File: src/hdl/dtse_pkg.sv
`default_nettype none

package dtse_pkg;

  // field widths
  localparam int HOUR_W    = 5;
  localparam int MIN_W     = 6;
  localparam int DAY_W     = 5;
  localparam int MON_W     = 4;
  localparam int YEAR_W    = 14;
  localparam int SEL_W     = 3;
  localparam int ACT_W     = 2;
  localparam int LD_YEAR_W = 16;

  // width of the wrap remainder unit operands
  localparam int MOD_W = 15;

  // configuration port
  localparam int CFG_IDX_W = 1;
  localparam logic [CFG_IDX_W-1:0] CFG_YEAR_LOW  = 1'b0;
  localparam logic [CFG_IDX_W-1:0] CFG_YEAR_HIGH = 1'b1;

  localparam logic [YEAR_W-1:0] YEAR_LOW_RST  = 14'd2024;
  localparam logic [YEAR_W-1:0] YEAR_HIGH_RST = 14'd2099;

  // result actions
  localparam logic [ACT_W-1:0] ACT_NONE   = 2'd0;
  localparam logic [ACT_W-1:0] ACT_CANCEL = 2'd1;
  localparam logic [ACT_W-1:0] ACT_ACCEPT = 2'd2;

  // focus codes
  localparam logic [SEL_W-1:0] SEL_HOUR   = 3'd0;
  localparam logic [SEL_W-1:0] SEL_MINUTE = 3'd1;
  localparam logic [SEL_W-1:0] SEL_DAY    = 3'd2;
  localparam logic [SEL_W-1:0] SEL_MONTH  = 3'd3;
  localparam logic [SEL_W-1:0] SEL_YEAR   = 3'd4;

  typedef struct packed {
    logic                  kind;
    logic signed [7:0]     nav_delta;
    logic signed [7:0]     value_delta;
    logic                  cancel_press;
    logic                  accept_press;
    logic [7:0]            load_hour;
    logic [7:0]            load_minute;
    logic [7:0]            load_day;
    logic [7:0]            load_month;
    logic [LD_YEAR_W-1:0]  load_year;
  } in_item_t;

  typedef struct packed {
    logic [ACT_W-1:0]  action;
    logic [HOUR_W-1:0] out_hour;
    logic [MIN_W-1:0]  out_minute;
    logic [DAY_W-1:0]  out_day;
    logic [MON_W-1:0]  out_month;
    logic [YEAR_W-1:0] out_year;
    logic [SEL_W-1:0]  out_selected;
  } out_item_t;

  typedef struct packed {
    logic             capture;
    logic             load;
    logic             sel_step;
    logic             wrap_start;
    logic             wrap_write;
    logic             clamp_year;
    logic             clamp_day;
    logic             out_load;
    logic [ACT_W-1:0] action;
  } dtse_cmd_t;

  typedef struct packed {
    logic kind;
    logic cancel;
    logic accept;
    logic dv_zero;
    logic mod_done;
  } dtse_stat_t;

endpackage

`default_nettype wire

File: src/hdl/dtse_mod_unit.sv
`default_nettype none

module dtse_mod_unit import dtse_pkg::*; (
  input  wire logic             clk,
  input  wire logic             rst_n,
  input  wire logic             start,
  input  wire logic [MOD_W-1:0] dividend,
  input  wire logic [MOD_W-1:0] divisor,
  output logic      [MOD_W-1:0] rem,
  output logic                  done
);

  localparam int CNT_W = $clog2(MOD_W + 1);

  logic             busy_r, busy_nxt;
  logic             done_r, done_nxt;
  logic [CNT_W-1:0] cnt_r, cnt_nxt;
  logic [MOD_W-1:0] rem_r, rem_nxt;
  logic [MOD_W-1:0] dvd_r, dvd_nxt;
  logic [MOD_W-1:0] div_r, div_nxt;
  logic [MOD_W:0]   partial;
  logic [MOD_W:0]   diff;

  // restoring remainder, one dividend bit per cycle
  always_comb begin
    partial  = {rem_r, dvd_r[MOD_W-1]};
    diff     = partial - {1'b0, div_r};
    busy_nxt = busy_r;
    done_nxt = done_r;
    cnt_nxt  = cnt_r;
    rem_nxt  = rem_r;
    dvd_nxt  = dvd_r;
    div_nxt  = div_r;
    if (start) begin
      busy_nxt = 1'b1;
      done_nxt = 1'b0;
      cnt_nxt  = CNT_W'(MOD_W);
      rem_nxt  = '0;
      dvd_nxt  = dividend;
      div_nxt  = divisor;
    end else if (busy_r) begin
      rem_nxt = (partial >= {1'b0, div_r}) ? diff[MOD_W-1:0] : partial[MOD_W-1:0];
      dvd_nxt = {dvd_r[MOD_W-2:0], 1'b0};
      cnt_nxt = cnt_r - CNT_W'(1);
      if (cnt_r == CNT_W'(1)) begin
        busy_nxt = 1'b0;
        done_nxt = 1'b1;
      end
    end
  end

  always_ff @(posedge clk) begin
    if (!rst_n) begin
      busy_r <= 1'b0;
      done_r <= 1'b0;
      cnt_r  <= '0;
    end else begin
      busy_r <= busy_nxt;
      done_r <= done_nxt;
      cnt_r  <= cnt_nxt;
    end
  end

  always_ff @(posedge clk) begin
    rem_r <= rem_nxt;
    dvd_r <= dvd_nxt;
    div_r <= div_nxt;
  end

  assign rem  = rem_r;
  assign done = done_r;

endmodule

`default_nettype wire

File: src/hdl/dtse_datapath.sv
`default_nettype none

module dtse_datapath import dtse_pkg::*; (
  input  wire logic                 clk,
  input  wire logic                 rst_n,
  input  wire logic                 cfg_we,
  input  wire logic [CFG_IDX_W-1:0] cfg_index,
  input  wire logic [YEAR_W-1:0]    cfg_data,
  input  wire in_item_t             in_data,
  input  wire dtse_cmd_t            cmd,
  output dtse_stat_t                stat,
  output out_item_t                 out_data
);

  localparam logic [7:0]        HOUR_MAX  = 8'd23;
  localparam logic [7:0]        MIN_MAX   = 8'd59;
  localparam logic [7:0]        DAY_CAP   = 8'd31;
  localparam logic [7:0]        MON_MAX   = 8'd12;
  localparam logic [YEAR_W-1:0] INV25     = 14'd7209;  // 25 * 7209 = 1 mod 2^14
  localparam logic [YEAR_W-1:0] DIV25_MAX = 14'd655;
  localparam logic [9:0]        SEL_BIAS  = 10'd130;   // multiple of 5, keeps sum positive
  localparam logic [16:0]       SEL_RECIP = 17'd205;   // ceil(2^10 / 5)

  function automatic logic leap_of(input logic [YEAR_W-1:0] y);
    logic [YEAR_W-1:0] m;
    logic              d4;
    logic              d16;
    logic              d25;
    m   = y * INV25;
    d4  = (y[1:0] == 2'd0);
    d16 = (y[3:0] == 4'd0);
    d25 = (m <= DIV25_MAX);
    return d4 && (!d25 || d16);
  endfunction

  function automatic logic [DAY_W-1:0] days_in(input logic lp, input logic [MON_W-1:0] m);
    logic [DAY_W-1:0] d;
    case (m)
      4'd4, 4'd6, 4'd9, 4'd11: d = 5'd30;
      4'd2:                    d = lp ? 5'd29 : 5'd28;
      default:                 d = 5'd31;
    endcase
    return d;
  endfunction

  function automatic logic [YEAR_W-1:0] clamp_year(input logic [LD_YEAR_W-1:0] y,
                                                   input logic [YEAR_W-1:0] lo,
                                                   input logic [YEAR_W-1:0] hi);
    logic [LD_YEAR_W-1:0] t;
    t = y;
    if (t < LD_YEAR_W'(lo)) t = LD_YEAR_W'(lo);
    if (t > LD_YEAR_W'(hi)) t = LD_YEAR_W'(hi);
    return t[YEAR_W-1:0];
  endfunction

  logic [YEAR_W-1:0] year_lo_r, year_lo_nxt;
  logic [YEAR_W-1:0] year_hi_r, year_hi_nxt;
  logic [HOUR_W-1:0] hour_r, hour_nxt;
  logic [MIN_W-1:0]  min_r, min_nxt;
  logic [DAY_W-1:0]  day_r, day_nxt;
  logic [MON_W-1:0]  mon_r, mon_nxt;
  logic [YEAR_W-1:0] year_r, year_nxt;
  logic [SEL_W-1:0]  sel_r, sel_nxt;
  logic              leap_r;
  in_item_t          in_r;
  logic [YEAR_W-1:0] wrap_lo_r;
  logic [YEAR_W-1:0] wrap_hi_r;
  logic [MOD_W-1:0]  wrap_rng_r;
  logic              wrap_neg_r;
  logic              wrap_inv_r;
  out_item_t         out_r;

  logic [DAY_W-1:0]  dim;
  logic [9:0]        sel_sum;
  logic [8:0]        sel_t;
  logic [16:0]       sel_prod;
  logic [6:0]        sel_q;
  logic [8:0]        sel_rem;
  logic [YEAR_W-1:0] fv, flo, fhi;
  logic [16:0]       x;
  logic [16:0]       x_abs;
  logic [MOD_W-1:0]  rng_c;
  logic [MOD_W-1:0]  mod_rem;
  logic              mod_done;
  logic [MOD_W-1:0]  wrap_n;
  logic [MOD_W-1:0]  wrap_sum;
  logic [YEAR_W-1:0] wrap_val;

  assign dim = days_in(leap_r, mon_r);

  // new focus: (sel + nav) mod 5 through a reciprocal multiply
  always_comb begin
    sel_sum  = {7'b0, sel_r} + {{2{in_r.nav_delta[7]}}, in_r.nav_delta} + SEL_BIAS;
    sel_t    = sel_sum[8:0];
    sel_prod = {8'b0, sel_t} * SEL_RECIP;
    sel_q    = sel_prod[16:10];
    sel_rem  = sel_t - ({sel_q, 2'b00} + {2'b00, sel_q});
  end

  // value and range of the focused field
  always_comb begin
    case (sel_r)
      SEL_HOUR: begin
        fv  = YEAR_W'(hour_r);
        flo = '0;
        fhi = YEAR_W'(HOUR_MAX);
      end
      SEL_MINUTE: begin
        fv  = YEAR_W'(min_r);
        flo = '0;
        fhi = YEAR_W'(MIN_MAX);
      end
      SEL_DAY: begin
        fv  = YEAR_W'(day_r);
        flo = YEAR_W'(1);
        fhi = YEAR_W'(dim);
      end
      SEL_MONTH: begin
        fv  = YEAR_W'(mon_r);
        flo = YEAR_W'(1);
        fhi = YEAR_W'(MON_MAX);
      end
      default: begin
        fv  = year_r;
        flo = year_lo_r;
        fhi = year_hi_r;
      end
    endcase
    x     = {3'b000, fv} - {3'b000, flo}
            + {{9{in_r.value_delta[7]}}, in_r.value_delta};
    x_abs = x[16] ? (~x + 17'd1) : x;
    rng_c = {1'b0, fhi} - {1'b0, flo} + MOD_W'(1);
  end

  dtse_mod_unit u_mod (
    .clk      (clk),
    .rst_n    (rst_n),
    .start    (cmd.wrap_start),
    .dividend (x_abs[MOD_W-1:0]),
    .divisor  (rng_c),
    .rem      (mod_rem),
    .done     (mod_done)
  );

  // fold a negative remainder back into range and add the low bound; an inverted range gives the high bound
  always_comb begin
    wrap_n   = (wrap_neg_r && (mod_rem != '0)) ? (wrap_rng_r - mod_rem) : mod_rem;
    wrap_sum = {1'b0, wrap_lo_r} + wrap_n;
    wrap_val = wrap_inv_r ? wrap_hi_r : wrap_sum[YEAR_W-1:0];
  end

  always_comb begin
    year_lo_nxt = year_lo_r;
    year_hi_nxt = year_hi_r;
    hour_nxt    = hour_r;
    min_nxt     = min_r;
    day_nxt     = day_r;
    mon_nxt     = mon_r;
    year_nxt    = year_r;
    sel_nxt     = sel_r;
    if (cfg_we) begin
      case (cfg_index)
        CFG_YEAR_LOW:  year_lo_nxt = cfg_data;
        CFG_YEAR_HIGH: year_hi_nxt = cfg_data;
        default: ;
      endcase
    end
    if (cmd.load) begin
      hour_nxt = (in_r.load_hour > HOUR_MAX) ? HOUR_MAX[HOUR_W-1:0]
                                              : in_r.load_hour[HOUR_W-1:0];
      min_nxt  = (in_r.load_minute > MIN_MAX) ? MIN_MAX[MIN_W-1:0]
                                               : in_r.load_minute[MIN_W-1:0];
      // days above 31 end up at the month length anyway
      day_nxt  = (in_r.load_day > DAY_CAP) ? DAY_CAP[DAY_W-1:0]
                                            : in_r.load_day[DAY_W-1:0];
      if (in_r.load_month == 8'd0) begin
        mon_nxt = MON_W'(1);
      end else if (in_r.load_month > MON_MAX) begin
        mon_nxt = MON_MAX[MON_W-1:0];
      end else begin
        mon_nxt = in_r.load_month[MON_W-1:0];
      end
      year_nxt = clamp_year(in_r.load_year, year_lo_r, year_hi_r);
      sel_nxt  = SEL_HOUR;
    end
    if (cmd.sel_step) begin
      sel_nxt = sel_rem[SEL_W-1:0];
    end
    if (cmd.wrap_write) begin
      case (sel_r)
        SEL_HOUR:   hour_nxt = wrap_val[HOUR_W-1:0];
        SEL_MINUTE: min_nxt  = wrap_val[MIN_W-1:0];
        SEL_DAY:    day_nxt  = wrap_val[DAY_W-1:0];
        SEL_MONTH:  mon_nxt  = wrap_val[MON_W-1:0];
        default:    year_nxt = wrap_val;
      endcase
    end
    if (cmd.clamp_year) begin
      year_nxt = clamp_year(LD_YEAR_W'(year_r), year_lo_r, year_hi_r);
    end
    if (cmd.clamp_day) begin
      if (day_r == '0) begin
        day_nxt = DAY_W'(1);
      end else if (day_r > dim) begin
        day_nxt = dim;
      end
    end
  end

  always_ff @(posedge clk) begin
    if (!rst_n) begin
      year_lo_r <= YEAR_LOW_RST;
      year_hi_r <= YEAR_HIGH_RST;
      hour_r    <= '0;
      min_r     <= '0;
      day_r     <= DAY_W'(1);
      mon_r     <= MON_W'(1);
      year_r    <= YEAR_LOW_RST;
      sel_r     <= SEL_HOUR;
    end else begin
      year_lo_r <= year_lo_nxt;
      year_hi_r <= year_hi_nxt;
      hour_r    <= hour_nxt;
      min_r     <= min_nxt;
      day_r     <= day_nxt;
      mon_r     <= mon_nxt;
      year_r    <= year_nxt;
      sel_r     <= sel_nxt;
    end
  end

  always_ff @(posedge clk) begin
    leap_r <= leap_of(year_r);
    if (cmd.capture) begin
      in_r <= in_data;
    end
    if (cmd.wrap_start) begin
      wrap_lo_r  <= flo;
      wrap_hi_r  <= fhi;
      wrap_rng_r <= rng_c;
      wrap_neg_r <= x[16];
      wrap_inv_r <= (fhi < flo);
    end
    if (cmd.out_load) begin
      out_r.action       <= cmd.action;
      out_r.out_hour     <= hour_r;
      out_r.out_minute   <= min_r;
      out_r.out_day      <= day_r;
      out_r.out_month    <= mon_r;
      out_r.out_year     <= year_r;
      out_r.out_selected <= sel_r;
    end
  end

  always_comb begin
    stat.kind     = in_r.kind;
    stat.cancel   = in_r.cancel_press;
    stat.accept   = in_r.accept_press;
    stat.dv_zero  = (in_r.value_delta == 8'sd0);
    stat.mod_done = mod_done;
  end

  assign out_data = out_r;

endmodule

`default_nettype wire

File: src/hdl/dtse_ctrl.sv
`default_nettype none

module dtse_ctrl import dtse_pkg::*; (
  input  wire logic       clk,
  input  wire logic       rst_n,
  input  wire logic       in_valid,
  output logic            in_ready,
  output logic            out_valid,
  input  wire logic       out_ready,
  input  wire dtse_stat_t stat,
  output dtse_cmd_t       cmd
);

  localparam int ST_W = 4;
  localparam logic [ST_W-1:0] S_IDLE   = 4'd0;
  localparam logic [ST_W-1:0] S_DECODE = 4'd1;
  localparam logic [ST_W-1:0] S_WSETUP = 4'd2;
  localparam logic [ST_W-1:0] S_WRUN   = 4'd3;
  localparam logic [ST_W-1:0] S_WDONE  = 4'd4;
  localparam logic [ST_W-1:0] S_CLAMPY = 4'd5;
  localparam logic [ST_W-1:0] S_LEAPW  = 4'd6;
  localparam logic [ST_W-1:0] S_DAYCL  = 4'd7;
  localparam logic [ST_W-1:0] S_OUT    = 4'd8;

  logic [ST_W-1:0]  state_r, state_nxt;
  logic [ACT_W-1:0] act_r, act_nxt;
  logic             out_valid_r, out_valid_nxt;

  always_comb begin
    state_nxt     = state_r;
    act_nxt       = act_r;
    out_valid_nxt = out_valid_r;
    cmd           = '0;
    cmd.action    = act_r;
    if (out_valid_r && out_ready) begin
      out_valid_nxt = 1'b0;
    end
    case (state_r)
      S_IDLE: begin
        if (in_valid) begin
          cmd.capture = 1'b1;
          state_nxt   = S_DECODE;
        end
      end
      S_DECODE: begin
        if (stat.kind) begin
          cmd.load  = 1'b1;
          act_nxt   = ACT_NONE;
          state_nxt = S_LEAPW;
        end else if (stat.cancel) begin
          act_nxt   = ACT_CANCEL;
          state_nxt = S_OUT;
        end else if (stat.accept) begin
          act_nxt   = ACT_ACCEPT;
          state_nxt = S_CLAMPY;
        end else begin
          cmd.sel_step = 1'b1;
          act_nxt      = ACT_NONE;
          state_nxt    = stat.dv_zero ? S_OUT : S_WSETUP;
        end
      end
      S_WSETUP: begin
        cmd.wrap_start = 1'b1;
        state_nxt      = S_WRUN;
      end
      S_WRUN: begin
        if (stat.mod_done) begin
          state_nxt = S_WDONE;
        end
      end
      S_WDONE: begin
        cmd.wrap_write = 1'b1;
        state_nxt      = S_CLAMPY;
      end
      S_CLAMPY: begin
        cmd.clamp_year = 1'b1;
        state_nxt      = S_LEAPW;
      end
      S_LEAPW: begin
        state_nxt = S_DAYCL;
      end
      S_DAYCL: begin
        cmd.clamp_day = 1'b1;
        state_nxt     = S_OUT;
      end
      S_OUT: begin
        if (!out_valid_r || out_ready) begin
          cmd.out_load  = 1'b1;
          out_valid_nxt = 1'b1;
          state_nxt     = S_IDLE;
        end
      end
      default: begin
        state_nxt = S_IDLE;
      end
    endcase
  end

  always_ff @(posedge clk) begin
    if (!rst_n) begin
      state_r     <= S_IDLE;
      act_r       <= ACT_NONE;
      out_valid_r <= 1'b0;
    end else begin
      state_r     <= state_nxt;
      act_r       <= act_nxt;
      out_valid_r <= out_valid_nxt;
    end
  end

  assign in_ready  = (state_r == S_IDLE);
  assign out_valid = out_valid_r;

endmodule

`default_nettype wire

File: src/hdl/date_time_set_encoder_control.sv
// result path: cancel or a focus-only beat goes from decode to the output register;
//   load runs the leap wait and day clamp, accept also the year clamp first, and a
//   wrap runs the remainder unit before those; one beat is handled at a time
// the wrap uses the 15-step restoring remainder unit, one offset bit per cycle
// reset: synchronous, active low; clears control, editor fields and year bounds
`default_nettype none

module date_time_set_encoder_control import dtse_pkg::*; (
  input  wire logic                 clk,
  input  wire logic                 rst_n,
  // configuration writes: the user writes only while idle; the block does not enforce it
  input  wire logic                 cfg_we,
  input  wire logic [CFG_IDX_W-1:0] cfg_index,
  input  wire logic [YEAR_W-1:0]    cfg_data,
  // input beats
  input  wire logic                 in_valid,
  output logic                      in_ready,
  input  wire in_item_t             in_data,
  // result beats
  output logic                      out_valid,
  input  wire logic                 out_ready,
  output out_item_t                 out_data
);

  // command and status between sequencer and datapath
  dtse_cmd_t  cmd;
  dtse_stat_t stat;

  // sequencer: decode the beat, run the wrap, the clamp steps, then the
  // output register; a new beat is taken while a result still waits
  dtse_ctrl u_ctrl (
    .clk       (clk),
    .rst_n     (rst_n),
    .in_valid  (in_valid),
    .in_ready  (in_ready),
    .out_valid (out_valid),
    .out_ready (out_ready),
    .stat      (stat),
    .cmd       (cmd)
  );

  // datapath: edited fields, year bounds, input holding register, focus
  // rotation, remainder unit for the wrap, leap/month length, result register
  dtse_datapath u_dp (
    .clk       (clk),
    .rst_n     (rst_n),
    .cfg_we    (cfg_we),
    .cfg_index (cfg_index),
    .cfg_data  (cfg_data),
    .in_data   (in_data),
    .cmd       (cmd),
    .stat      (stat),
    .out_data  (out_data)
  );

endmodule

`default_nettype wire

File: config.mk
export PLATFORM = sky130hd
export DESIGN_NAME = date_time_set_encoder_control
export DESIGN_NICKNAME = d
export VERILOG_FILES = /design/src/hdl/dtse_pkg.sv /design/src/hdl/dtse_mod_unit.sv /design/src/hdl/dtse_datapath.sv /design/src/hdl/dtse_ctrl.sv /design/src/hdl/date_time_set_encoder_control.sv
export SDC_FILE = /design/constraint.sdc
export NUM_CORES = 1
export LEC_CHECK = 0
export BUFFER_PORTS_ARGS = -buffer_cell sky130_fd_sc_hd__clkbuf_2
export CORE_MARGIN = 8
export CORE_UTILIZATION = 55
export CTS_CLUSTER_DIAMETER = 200
export DETAILED_ROUTE_END_ITERATION = 10
export PLACE_DENSITY = 0.72
export SLEW_MARGIN = 20
export SYNTH_ARGS = -nofsm -noshare
export SYNTH_HDL_FRONTEND = slang
export SYNTH_HIERARCHICAL = 1
export SYNTH_SLANG_ARGS = --single-unit
export TNS_END_PERCENT = 50
File: constraint.sdc
create_clock -name clk -period 14.8 [get_ports clk]
set_input_delay 2.22 -clock clk [delete_from_list [all_inputs] [get_ports clk]]
set_output_delay 2.22 -clock clk [all_outputs]
set_load 0.1 [all_outputs]
=== Word level (Yosys, flattened, before mapping) ===
Index checks and enable logic that the tools add are counted.

* Input bits: 87
* Output and inout port bits: 41
* Bits in registers: 260
* Word-level logic and storage cells: 190

* Multiplexer cells: 75
* Equal/unequal tests: 20
* Order comparisons: 12
* Add/sub/neg operators: 13
* Reduce and logical (&&, ||, !) cells: 26
* Multipliers: 2
* Bitwise operators: 3

{| class="wikitable"
|+ Operators with widths
! cell !! number
|-
| $mux 14 || 9
|-
| $pmux 14 s4 || 2
|-
| $mux 15 || 4
|-
| $mux 4 || 14
|-
| $mux 5 || 11
|-
| $mux 16 || 3
|-
| $pmux 4 s9 || 1
|-
| $gt 16x14->1 || 2
|-
| $add 15x1->15 const B || 2
|-
| $sub 14x14->15 || 2
|-
| $lt 14x14->1 || 2
|-
| $pmux 14 s2 || 1
|-
| $eq 4x3->1 const B || 6
|-
| $mux 6 || 4
|-
| $mux 1 || 19
|-
| $add 15x8->16 || 1
|-
| $ge 16x15->1 || 1
|-
| $gt 8x5->1 const B || 2
|-
| $logic_not 8->1 || 2
|-
| $lt 16x14->1 || 1
|-
| $not 15->15 || 1
|-
| $reduce_bool 15->1 || 1
|-
| $sub 15x15->15 || 1
|-
| $add 14x14->14 || 1
|-
| other kinds (35) || 58
|}

=== Logic depth before layout (Yosys ltp) ===
* Word-level depth: 11
* Gate-level depth with buffers: 28
* Depth with buffers taken out: 28

=== Hierarchy ===
The synthesis kept the hierarchy.

{| class="wikitable"
|+ Modules (own cells, without submodules)
! module !! seq. area each (um2) !! times used !! cells each !! area each (um2)
|-
| dtse_datapath || 5825.6 || 1 || 1632 || 16215.6
|-
| dtse_mod_unit || 1321.3 || 1 || 292 || 2959.1
|-
| dtse_ctrl || 140.1 || 1 || 57 || 546.8
|}

=== Worst setup path before layout ===
No wires, ideal clock.

* Path type: reg-to-reg
* Start point: reg u_ctrl.state_r[1]
* End point: reg u_dp.u_mod.rem_r[10] (netlist: u_dp/u_mod/rem[10])
* Setup slack: 5.613 ns
* Required time: 14.680 ns
* Data arrival time: 9.067 ns
* Cell stages (with the launch flop): 8
* Period minus slack after synthesis: 9.187 ns
* Path buffers: 2
* Library setup time: 0.120 ns
* Cell sequence: dfxtp_1 -> buf_6 -> buf_4 -> nor4b_1 -> inv_1 -> and3_1 -> a22o_1 -> a31o_2

{| class="wikitable"
|+ RTL lines
! what !! RTL line !! RTL
|-
| from (decl) || dtse_ctrl.sv:25 || <nowiki>logic [ST_W-1:0] state_r, state_nxt;</nowiki>
|-
| from (signal assigned) || dtse_ctrl.sv:105 || <nowiki>state_r <= state_nxt;</nowiki>
|-
| to (signal assigned) || dtse_mod_unit.sv:65 || <nowiki>rem_r <= rem_nxt;</nowiki>
|-
| to (decl) || dtse_mod_unit.sv:18 || <nowiki>logic [MOD_W-1:0] rem_r, rem_nxt;</nowiki>
|}

=== Worst setup path after layout ===
* Start point: reg u_dp.sel_r[1]
* End point: reg u_dp.sel_r[2]

* Cells in the longest elaborated chain, start to end: 6

{| class="wikitable"
|+ RTL lines
! what !! RTL line !! RTL
|-
| from (decl) || dtse_datapath.sv:63 || <nowiki>logic [SEL_W-1:0] sel_r, sel_nxt;</nowiki>
|-
| from (signal assigned) || dtse_datapath.sv:228 || <nowiki>sel_r <= sel_nxt;</nowiki>
|-
| $add 4x8->9 * || dtse_datapath.sv:93 || <nowiki>sel_sum = {7'b0, sel_r} + {{2{in_r.nav_delta[7]}}, in_r.nav_delta} + SEL_BIAS;</nowiki>
|-
| $add 9x8->9 * || dtse_datapath.sv:93 ||
|-
| $mul 9x8->13 || dtse_datapath.sv:95 || <nowiki>sel_prod = {8'b0, sel_t} * SEL_RECIP;</nowiki>
|-
| $add 3x3->3 || dtse_datapath.sv:97 || <nowiki>sel_rem = sel_t - ({sel_q, 2'b00} + {2'b00, sel_q});</nowiki>
|-
| $sub 3x3->3 * || dtse_datapath.sv:97 ||
|-
| $mux 3 * || dtse_datapath.sv:186 || <nowiki>if (cmd.sel_step) begin</nowiki>
|}

Every way passes the cells marked *; elsewhere a longest branch is shown, timed or not.
A chain may end at the register's enable or synchronous reset.

==> reports/metrics.yaml <==
floorplan:
  top_level_ports: 128
  dieArea_um2: 42200
  fp.dieW_um: 205
  core.rowCount: 69
  die_h_um: 205
  core_area_um2: 35500
  start_util_pct: 55.6
min_path:
  hold_path.class: "flop to flop"
  holdPathEnd: "u_dp/out_data[37]"
  worstHoldStart: "u_ctrl/act_r[0]"
  min_path_cells: 0
critical_path:
  r2r-start: "u_dp/sel_r[1]"
  worstSetupPathType: "flop to flop"
  slowest_delay_ps: 670
  start_kind: "flop"
  crit_arrival_ps: 7480
  crit_top_cell: "inv_1"
  cp_slowest_cell: "dfxtp_1"
  crit_fanout: 15
  r2r-end: "u_dp/sel_r[2]"
  crit_required_ps: 15300
  reg2reg_depth: 28
  end_kind: "flop"
  rrSetupSlack_ps: 7820
clock_tree:
  clk_path_buf_depth: 3
  cts.hold.buffers_added: 0
  cts_sinks: 274
  path_clk_slew_ps: 60
  cts_setup_buffers: 0
  cts_tree: "yes"
  post_cts_resized: 0
  htree_num_levels: 1
  clock_latency_ps: 590
  cts_root_buf: "clkbuf_16"
  cts_made_buffers: 31
sta:
  finalMaxSlewViolations: 0
  finalClockSkew_ps: 38.2
  worst_slew_pin_slew_ps: 1030
  tns_ps: 0
  slew_headroom_pct: 30.5
  setup_viol: 0
  hold_viol_final: 0
  max_freq_mhz: 143
  fin_crit_sh_pct: 47.1
  min_period_ps: 6980
  rsz0062_at_grt: "false"
synthesis:
  synth_edf_count: 180
  ys_seq_area_share_pct: 36.9
  ys.flop_type: "edfxtp_1"
  synth_nets: 2340
  synthDistinctLibCells: 98
  synthesis.instances: 1981
  ys_warn_count: 6
  netlist_area_um2: 19700
  async_flop_share_pct: 0
  avgSynthCellArea_um2: 9.96
  synth_seq_cells: 274
status:
  status: "finished clean"
global_routing:
  grt.overflow.total: 0
  antenna_found_initial: 1
  grt_util_all_layers_pct: 23.6
  grt_pass1_vias: 15500
  grt_max_degree: 75
  grt_first_pass_wirelength_mm: 81.3
place:
  gp_congestion: 0.904
  hpwl_mm: 38.1
  port_buffers: 127
routing:
  drt-initial-drc-count: 995
  antenna_left: 0
  totalWireLength_mm: 49.9
  vias_per_cell: 5.91
  firstDrtPassIters: 5
  vias: 15300
  drc_errors: 0
  wl_per_cell_um: 19.3
flow_run:
  maxCapViolCount: 0
final_layout:
  layout.nets: 2457
  num-fill-cells: 2982
  drive_gt1_share_pct: 14.1
  areaGrowthSynthToFinish_pct: 11.0
[cell usage after synthesis (all sizes together) (31+ instances only)]
| library cell | n | area (µm²) |
|---|---|---|
| nor3 | 31 | 171 |
| inv | 223 | 837 |
| mux2 | 55 | 623 |
| edfxtp | 180 | 5410 |
| dfxtp | 94 | 1880 |
| a21o | 32 | 240 |
| a21boi | 36 | 270 |
| nor2 | 104 | 390 |
| ha | 233 | 2920 |
| fa | 39 | 781 |
| xnor2 | 64 | 561 |
| clkbuf | 40 | 153 |
| nor2b | 38 | 240 |
| a21oi | 95 | 494 |
| nand2 | 165 | 622 |
| o21ai | 91 | 459 |
| xor2 | 40 | 377 |
[per-layer routing]
metal  track usage (%)  share of wire, %  vias up
li1                  -                 -     7364
met1              30.8                44     7372
met2              40.0                47      444
met3              3.45               5.4       95
met4              7.63               2.9        0
met5                 0                 0        -
[final cells by class]
class | count | area (µm²) | share of cell area (%)
Multi-Input combinational cell | 1424 | 11300 | 51.8
Tap cell | 461 | 577 | 2.64
Clock buffer | 34 | 787 | 3.60
Timing Repair Buffer | 144 | 763 | 3.49
Clock inverter | 24 | 304 | 1.39
Inverter | 223 | 837 | 3.82
Antenna cell | 1 | 2.50 | 0.0114
Sequential cell | 274 | 7290 | 33.3
[logic make-up after synthesis]
family          count (synthesis)  share of synthesized area (%)
compound gates                463                           16.3
xor+xnor                      104                           4.75
fa+ha+maj                     272                           18.7
buf+inv                       283                           5.74
flops                         274                           36.9
mux                            81                           4.73
simple gates                  504                           12.7
[registers in the layout, summed over array words and instances (netlist names), 4 cells and up]
name / flops
u_dp/in_r: 64
u_dp/out_data: 39
u_dp/mon_r: 4
u_dp/wrap_rng_r: 14
u_dp/year_hi_r: 14
u_dp/day_r: 5
u_dp/year_lo_r: 14
u_dp/min_r: 6
u_dp/u_mod/cnt_r: 4
u_dp/wrap_hi_r: 14
u_dp/hour_r: 5
u_dp/wrap_lo_r: 14
u_dp/u_mod/div_r: 15
u_dp/u_mod/dvd_r: 15
u_dp/year_r: 14
u_dp/u_mod/rem: 15
u_ctrl/state_r: 4
[layout by cell type (no fill, tap or decap), drive strengths merged, types with 8 or more instances in the layout]
cell type	n
o211ai	23
o221ai	26
nor2	104
o32ai	8
nor3b	11
nand2b	17
nor4	15
clkbuf	161
nand4	13
o31ai	9
nor2b	38
o22ai	8
o21a	21
inv	226
nand3	24
and2	30
a211oi	24
a2111oi	8
a21o	32
xor2	40
a21boi	36
nand2	165
edfxtp	180
and3	19
ha	233
clkinv	10
o21ai	91
xnor2	64
or3	9
a31oi	17
fa	39
dfxtp	94
mux2	55
nor3	31
buf	17
a21oi	95
o21bai	10
or2	10
mux2i	22
[how the worst max path moves through the flow]
stage / end / slack, ps / cells past startpoint / startpoint
after global placement: u_dp/sel_r[2] / 8140 / 28 / u_dp/sel_r[1]
after floorplan: u_dp/u_mod/rem[10] / 5610 / 7 / u_ctrl/state_r[1]
final: u_dp/sel_r[2] / 7820 / 28 / u_dp/sel_r[1]
after detailed placement: u_dp/sel_r[2] / 7890 / 28 / u_dp/sel_r[1]
after global routing: u_dp/sel_r[2] / 7400 / 28 / u_dp/sel_r[1]
after CTS: u_dp/sel_r[2] / 7860 / 28 / u_dp/sel_r[1]
[worst max-delay path: cells and delay by family (launching register included)]
| family | cells | cell delay [ps] |
|---|---|---|
| fa+ha+maj | 10 | 3530 |
| xor+xnor | 5 | 1010 |
| flops | 1 | 670 |
| simple gates | 4 | 640 |
| compound gates | 2 | 540 |
| buf+inv | 7 | 520 |
[stage by stage]
step	worst slack (ps)	util [%]	std cells	hold WS (ps)	area [µm²]
after CTS	7860	61.7	2584	434	21900
after detailed placement	7890	58.6	2526	420	20800
after global routing	7400	61.7	2584	449	21900
after floorplan	5610	-	1981	408	19700
after global placement	8140	58.6	2526	417	20800
final	7820	61.7	2585	434	21900
Power is left out: the tool's default activity adds up to more than one toggle a clock period on the data nets, which glitch-free logic cannot reach.
